==> src/design/kwrl_pkg.sv <==
// Package for the keyed window rate limiter: request, response, token and
// configuration types, register indexes and a saturating increment.
// Depends on nothing; every other file of the block imports it.
`default_nettype none

package kwrl_pkg;

  localparam int CFG_IDX_W = 8;
  typedef logic [CFG_IDX_W-1:0] cfg_idx_t;

  localparam cfg_idx_t CFG_IDX_MAX_PER_WINDOW = cfg_idx_t'(0);
  localparam cfg_idx_t CFG_IDX_WINDOW_LENGTH  = cfg_idx_t'(1);

  localparam logic [15:0] MAX_PER_WINDOW_RST = 16'd10;
  localparam logic [63:0] WINDOW_LENGTH_RST  = 64'd1000000000;

  typedef struct packed {
    logic        is_limited;
    logic [15:0] key_domain;
    logic [15:0] key_code;
    logic [63:0] timestamp;
  } in_req_t;

  typedef struct packed {
    logic        forward;
    logic [31:0] held_back;
    logic        untracked;
    logic [31:0] total_dropped;
  } out_rsp_t;

  typedef struct packed {
    logic [15:0] max_per_window;
    logic [63:0] window_length;
  } cfg_regs_t;

  // A request travelling down the row of cells.
  typedef struct packed {
    logic        valid;
    logic        done;
    logic [31:0] key;
    logic [63:0] timestamp;
    logic        forward;
    logic [31:0] held_back;
    logic        dropped;
    logic        allocated;
  } token_t;

  function automatic logic [31:0] sat_inc32(input logic [31:0] v);
    sat_inc32 = (v == 32'hFFFF_FFFF) ? v : v + 32'd1;
  endfunction

endpackage

`default_nettype wire

==> src/design/kwrl_cell.sv <==
// One table slot of the rate limiter: holds key, window start and counts,
// serves a matching request or allocates itself, then hands the request on.
// Depends on kwrl_pkg.
`default_nettype none

module kwrl_cell
  import kwrl_pkg::*;
#(
  parameter int CELL_IDX = 0,
  parameter int SU_W     = 5
) (
  input  wire logic            clk,
  input  wire logic            rst_n,
  input  wire cfg_regs_t       cfg,
  input  wire logic [SU_W-1:0] slots_used,
  input  wire token_t          tok_in,
  output token_t               tok_out
);

  logic [31:0] key_r,    key_nxt;
  logic [63:0] start_r,  start_nxt;
  logic [15:0] passed_r, passed_nxt;
  logic [31:0] supp_r,   supp_nxt;
  token_t      tok_r,    tok_nxt;

  logic        live;
  logic        used;
  logic        hit;
  logic        alloc;
  logic        restart;
  logic        limit_hit;
  logic [63:0] cur_start;
  logic [15:0] cur_passed;
  logic [31:0] cur_supp;
  logic [63:0] eff_start;
  logic [15:0] eff_passed;

  assign live  = tok_in.valid && !tok_in.done;
  assign used  = SU_W'(CELL_IDX) < slots_used;
  assign hit   = live && used && (key_r == tok_in.key);
  assign alloc = live && (slots_used == SU_W'(CELL_IDX));

  always_comb begin
    cur_start  = alloc ? 64'd0 : start_r;
    cur_passed = alloc ? 16'd0 : passed_r;
    cur_supp   = alloc ? 32'd0 : supp_r;
    restart    = (cur_passed == 16'd0) ||
                 ((tok_in.timestamp - cur_start) >= cfg.window_length);
    eff_start  = restart ? tok_in.timestamp : cur_start;
    eff_passed = restart ? 16'd0 : cur_passed;
    limit_hit  = (eff_passed == cfg.max_per_window);

    key_nxt    = key_r;
    start_nxt  = start_r;
    passed_nxt = passed_r;
    supp_nxt   = supp_r;
    tok_nxt    = tok_in;

    if (hit || alloc) begin
      key_nxt           = tok_in.key;
      start_nxt         = eff_start;
      tok_nxt.done      = 1'b1;
      tok_nxt.allocated = alloc;
      if (limit_hit) begin
        passed_nxt        = eff_passed;
        supp_nxt          = sat_inc32(cur_supp);
        tok_nxt.forward   = 1'b0;
        tok_nxt.held_back = 32'd0;
        tok_nxt.dropped   = 1'b1;
      end else begin
        passed_nxt        = eff_passed + 16'd1;
        supp_nxt          = 32'd0;
        tok_nxt.forward   = 1'b1;
        tok_nxt.held_back = cur_supp;
        tok_nxt.dropped   = 1'b0;
      end
    end
  end

  always_ff @(posedge clk) begin
    key_r    <= key_nxt;
    start_r  <= start_nxt;
    passed_r <= passed_nxt;
    supp_r   <= supp_nxt;
    if (!rst_n) begin
      tok_r <= '0;
    end else begin
      tok_r <= tok_nxt;
    end
  end

  assign tok_out = tok_r;

endmodule

`default_nettype wire

==> config.mk <==
export PLATFORM = sky130hd
export DESIGN_NAME = kwrl_cell
export DESIGN_NICKNAME = d
export VERILOG_FILES = /design/src/design/kwrl_pkg.sv /design/src/design/kwrl_cell.sv
export SDC_FILE = /design/constraint.sdc
export NUM_CORES = 1
export LEC_CHECK = 0
export ABC_AREA = 1
export ABC_CLOCK_PERIOD_IN_PS = 12000
export BUFFER_PORTS_ARGS = -buffer_cell sky130_fd_sc_hd__buf_2
export CAP_MARGIN = 5
export CORE_MARGIN = 4
export CORE_UTILIZATION = 45
export DETAILED_ROUTE_END_ITERATION = 10
export PLACE_DENSITY = 0.63
export SYNTH_ARGS = -nofsm -noshare
export SYNTH_HDL_FRONTEND = slang
export SYNTH_SLANG_ARGS = --single-unit
export TNS_END_PERCENT = 30
==> constraint.sdc <==
create_clock -name clk -period 12 [get_ports clk]
set_clock_uncertainty 0.1 [all_clocks]
set_input_delay 1.2 -clock clk [delete_from_list [all_inputs] [get_ports clk]]
set_output_delay 1.2 -clock clk [all_outputs]
set_load 0.005 [all_outputs]
=== Word level (Yosys, flattened, before mapping) ===
Cells that the tools add are included.

* Register bits after elaboration: 277
* Logic and storage cells: 39

* Eq/ne operators: 3
* Multiplexer cells: 10
* Add/sub/neg operators: 3
* Magnitude comparators: 2
* Reduce and logical (&&, ||, !) cells: 9

{| class="wikitable"
|+ Operators with widths
! operator !! number
|-
| $mux 64 || 2
|-
| $ge 64x64->1 || 1
|-
| $mux 32 || 2
|-
| $sub 64x64->64 || 1
|-
| $mux 16 || 3
|-
| $mux 35 || 1
|-
| $mux 34 || 1
|-
| $add 32x1->32 const B || 1
|-
| $eq 32x32->1 || 1
|-
| $eq 32x32->1 const B || 1
|-
| $add 16x1->16 const B || 1
|-
| $eq 16x16->1 || 1
|-
| $logic_not 16->1 || 1
|-
| $logic_not 5->1 || 1
|-
| $lt 1x5->1 const A || 1
|-
| $logic_and 1x1->1 || 4
|-
| $logic_or 1x1->1 || 2
|-
| $logic_not 1->1 || 1
|-
| $mux 1 || 1
|}

=== Logic depth before layout (Yosys ltp) ===
* Depth in word-level cells: 11
* Depth in mapped cells: 52
* Depth with buffers taken out: 49

=== Least setup slack after synthesis ===
Ideal clock, no wire load.

* Path kind: input -> register
* Start point: input tok_in[112] (netlist name)
* End point: register key_r[0], enable pin
* Path slack: 4,871 ps
* Required time: 11,336 ps
* Library setup time: 564 ps
* Stages: 8
* Arrival time: 6,465 ps
* Cells stage by stage: xor2_1 > nor4_1 > nand2_1 > nor4b_1 > nand3_1 > nand2_1 > clkbuf_1 > buf_1

* Longest elaborated chain between the ends: 3

{| class="wikitable"
|+ Ends and longest elaborated chain
! element !! line !! RTL
|-
| from (decl) || kwrl_cell.sv:16 || <nowiki>input wire token_t tok_in,</nowiki>
|-
| $eq 32x32->1 || kwrl_cell.sv:40 || <nowiki>assign hit = live && used && (key_r == tok_in.key);</nowiki>
|-
| $logic_and 1x1->1 || kwrl_cell.sv:40 ||
|-
| $logic_or 1x1->1 || kwrl_cell.sv:59 || <nowiki>if (hit || alloc) begin</nowiki>
|-
| to (signal assigned) || kwrl_cell.sv:81 || <nowiki>key_r <= key_nxt;</nowiki>
|-
| to (decl) || kwrl_cell.sv:20 || <nowiki>logic [31:0] key_r, key_nxt;</nowiki>
|}

Every way passes these cells.
A chain may end at the register's enable or synchronous reset.

=== Worst setup path in the final report ===
* Start point: input tok_in[131] (netlist name)
* End point: register passed_r[11], data pin

* Longest elaborated chain between the ends: 10
* Elaborated cells between the ends (all ways): 13

{| class="wikitable"
|+ Ends and longest elaborated chain
! element !! line !! RTL
|-
| $logic_not 1->1 (*) || kwrl_cell.sv:38 || <nowiki>assign live = tok_in.valid && !tok_in.done;</nowiki>
|-
| $logic_and 1x1->1 (*) || kwrl_cell.sv:38 ||
|-
| $logic_and 1x1->1 (*) || kwrl_cell.sv:41 || <nowiki>assign alloc = live && (slots_used == SU_W'(CELL_IDX));</nowiki>
|-
| $mux 64 || kwrl_cell.sv:44 || <nowiki>cur_start = alloc ? 64'd0 : start_r;</nowiki>
|-
| $sub 64x64->64 || kwrl_cell.sv:48 || <nowiki>((tok_in.timestamp - cur_start) >= cfg.window_length);</nowiki>
|-
| $ge 64x64->1 || kwrl_cell.sv:48 ||
|-
| $logic_or 1x1->1 || kwrl_cell.sv:47 || <nowiki>restart = (cur_passed == 16'd0) ||</nowiki>
|-
| $mux 16 (*) || kwrl_cell.sv:50 || <nowiki>eff_passed = restart ? 16'd0 : cur_passed;</nowiki>
|-
| $add 16x1->16 or $eq 16x16->1 (tied branches) || kwrl_cell.sv:71, kwrl_cell.sv:51 ||
|-
| $mux 16 (*) || kwrl_cell.sv:64 || <nowiki>if (limit_hit) begin</nowiki>
|-
| to (signal assigned) || kwrl_cell.sv:83 || <nowiki>passed_r <= passed_nxt;</nowiki>
|-
| to (decl) || kwrl_cell.sv:22 || <nowiki>logic [15:0] passed_r, passed_nxt;</nowiki>
|}

Mark *: on every way between the ends. The rest lies on a longest branch, timed or not.

==> metrics.md <==
| Metric | Value |
|---|---|
| Post_cts resized | `0` |
| Layout area overhead | `19.0%` |
| DP HPWL | `41.8 mm` |
| Via count | `16295` |
| Seq cells post-synth | `277` |
| Fraction of the cycle the final worst path needs | `75.8%` |
| Clk sink count | `277` |
| Sum Neg Setup Slack | `0 ns` |
| Avg WL per Cell | `16.3 microns` |
| Syn Nets | `2717` |
| Horiz. Die Dim | `206 microns` |
| Most frequent cells in the layout | `nand2_1, inv_1, buf_2` |
| CTS tree | `yes` |
| Fraction of the mapped netlist area in simple logic gates | `23.3%` |
| Synth warn | `0` |
| Core Area | `0.0386 sq mm` |
| Cells after synthesis | `2367` |
| Initial Util | `45.5%` |
| Number of diodes | `0` |
| Worst reg2reg startpoint | `start_r[0]$_DFFE_PN_` |
| Final Hold Fails | `0` |
| Post-Route WL | `52.9 mm` |
| Post-synth EDFFs | `144` |
| Synth cell types | `49` |
| Post-synthesis xor/xnor area fraction | `5.13%` |
| Tot GR Track Use | `24.3%` |
| Hold Path Origin | `start_r[37]$_DFFE_PN_` |
| Top Ports | `353` |
| Max FO, Critical Path | `81` |
| Starting DRC count in detailed routing | `1141` |
| FFs w/ async S/R, synth | `0%` |
| Root Buffer | `clkbuf_16` |
| Leakage | `10.8 nW` |
| Gr ovfl total | `0` |
| Slowest library cell on the worst path | `nand2_1` |
| Critical Path Max Stage Delay | `0.76 ns` |
| Utilization after layout | `54.1%` |
| Post-synthesis mux area share | `0%` |
| Post-synthesis compound-gate area fraction | `12.1%` |
| Worst Setup End Kind | `flop` |
| Htree depth | `2` |
| Mapped Area | `0.0176 sq mm` |
| Post-Synth Adder-Cell Area | `9.30%` |
| Die outline height | `206 microns` |
| Top_reg_cell synth | `edfxtp_1` |
| Most common cell after layout, fill and taps aside | `nand2_1` |
| Status | `complete, no violations` |
| First-pass GRT wire length | `83.0 mm` |
| Skew-Pair Late Insertion Delay | `0.55 ns` |
| Vias per inst | `5.02` |
| Synthesized area per cell | `7.42 sq um` |
| Vias in the first global route | `15740` |
| Initial DRT Pass Iterations | `6` |
| CP most frequent cell | `nand2_1` |
| Maximum vdd drop | `0.104 mV` |
| Num rows | `72` |
| Required @ worst endpoint | `12.19 ns` |
| Clk pin slew, worst setup/hold paths | `0.06 ns` |
| Initial antenna violation count | `0` |
| Minimum clock period | `9.10 ns` |
| WP data arrival | `9.29 ns` |
| Crit Path Category | `in2reg` |
| Worst Hold Class | `reg2reg` |
| Main combinational cell family by area after synthesis | `simple AND/OR/NAND/NOR gates` |
| Port bufs | `352` |
| Final slew viol count | `0` |
| CTS buffer count | `34` |
| Hold_buf cts | `0` |
| Clk buf depth | `3` |
| Startpoint Class | `input port` |
| CP startpoint | `tok_in[131]` |
| Die area | `0.0423 sq mm` |
| RSZ-0062 raised after global routing | `no` |
| Largest net degree at the start of global routing | `82` |
| DRC | `0` |
| Post-CTS Setup Bufs | `0` |
| Peak Freq | `110 MHz` |
| Layout cell share with drive strength beyond 1 | `15.9%` |
| RD Place Congestion | `0.917` |
| Nets | `3050` |
| Pwr per Cell Area | `120 mW/mm^2` |
| MaxCap Viol Count | `0` |
| Slew margin rel. | `29.8%` |
| Slew @ Worst Pin | `1.05 ns` |
| Sequential share of the synthesized area | `39.8%` |
| # setup viols final | `0` |
| Final ANT Viol Nets | `0` |
==> per-stage QoR <==
stage	std cells	instance area (sq um)	total power, mW	worst slack, ns	hold WS [ns]
floorplan	2367	17600	1.34	4.87	0.498
global placement	3182	19800	1.49	2.45	0.518
detailed placement	3182	19800	1.50	2.27	0.528
CTS	3244	20900	2.55	2.83	0.544
global route	3244	20900	2.65	2.03	0.557
finish	3244	20900	2.51	2.90	0.539
==> synthesized netlist by cell type, drive strengths merged (14+ instances only) <==
| library cell | count | area (sq um) |
|---|---|---|
| a21oi | 157 | 786 |
| a31oi | 44 | 275 |
| buf | 23 | 133 |
| clkbuf | 38 | 143 |
| dfxtp | 133 | 2660 |
| edfxtp | 144 | 4320 |
| ha | 129 | 1610 |
| inv | 410 | 1540 |
| nand2 | 600 | 2270 |
| nand3 | 100 | 505 |
| nand4 | 35 | 231 |
| nor2 | 217 | 832 |
| nor3 | 24 | 125 |
| nor4 | 14 | 87.6 |
| o21ai | 137 | 686 |
| xnor2 | 32 | 280 |
| xor2 | 71 | 622 |
==> path summary, 6_finish.rpt <==
check                                 to  slack [ns]  cells past startpoint
setup / recovery  passed_r[11]$_DFFE_PN_        2.90                     40
hold / removal     start_r[37]$_DFFE_PN_        0.54                      2
setup reg to reg  passed_r[11]$_DFFE_PN_        4.59                     39
hold reg to reg    start_r[37]$_DFFE_PN_        0.54                      2
==> critical path, delay by kind of cell <==
family | cells | cell delay [ns]
AOI/OAI and AO/OA | 7 | 1.79
xor gates and xnor gates | 1 | 0.20
adders and majority gates | 3 | 0.66
buffers and inverters | 5 | 1.13
and+or+nand+nor | 24 | 4.25
==> power by group <==
part | total, mW | internal [mW] | leakage, nW | switching (mW)
clock network | 1.04 | 0.624 | 0.569 | 0.413
logic | 0.439 | 0.164 | 7.72 | 0.276
registers | 1.04 | 1.03 | 2.47 | 0.00612
total | 2.51 | 1.82 | 10.8 | 0.694
==> state kept, by name, indices dropped and copies added (netlist names) <==
| name | flops |
|---|---|
| tok_out | 133 |
| supp_r | 32 |
| key_r | 32 |
| start_r | 64 |
| passed_r | 16 |
==> layer usage <==
metal  part of all wire [%]  GRT usage [%]
met1                     46           33.3
met2                     45           39.9
met3                    6.3           4.08
met4                    2.6           6.75
met5                      0              0
==> layout make-up <==
type | instances | area [sq um]
repair buffers | 358 | 1810
multi-input cells | 1618 | 8780
inverters | 411 | 1540
flip-flops and latches | 277 | 6990
clock buffers | 45 | 986
well taps | 518 | 648
clock inverters | 17 | 154
fillers | 3771 | 17700
==> kinds of logic after synthesis <==
family,count (synthesis)
compound gates,388
fa+ha+maj,130
xor+xnor,103
simple gates,997
buf+inv,472
flops,277
(Power assumes the default switching activity.)
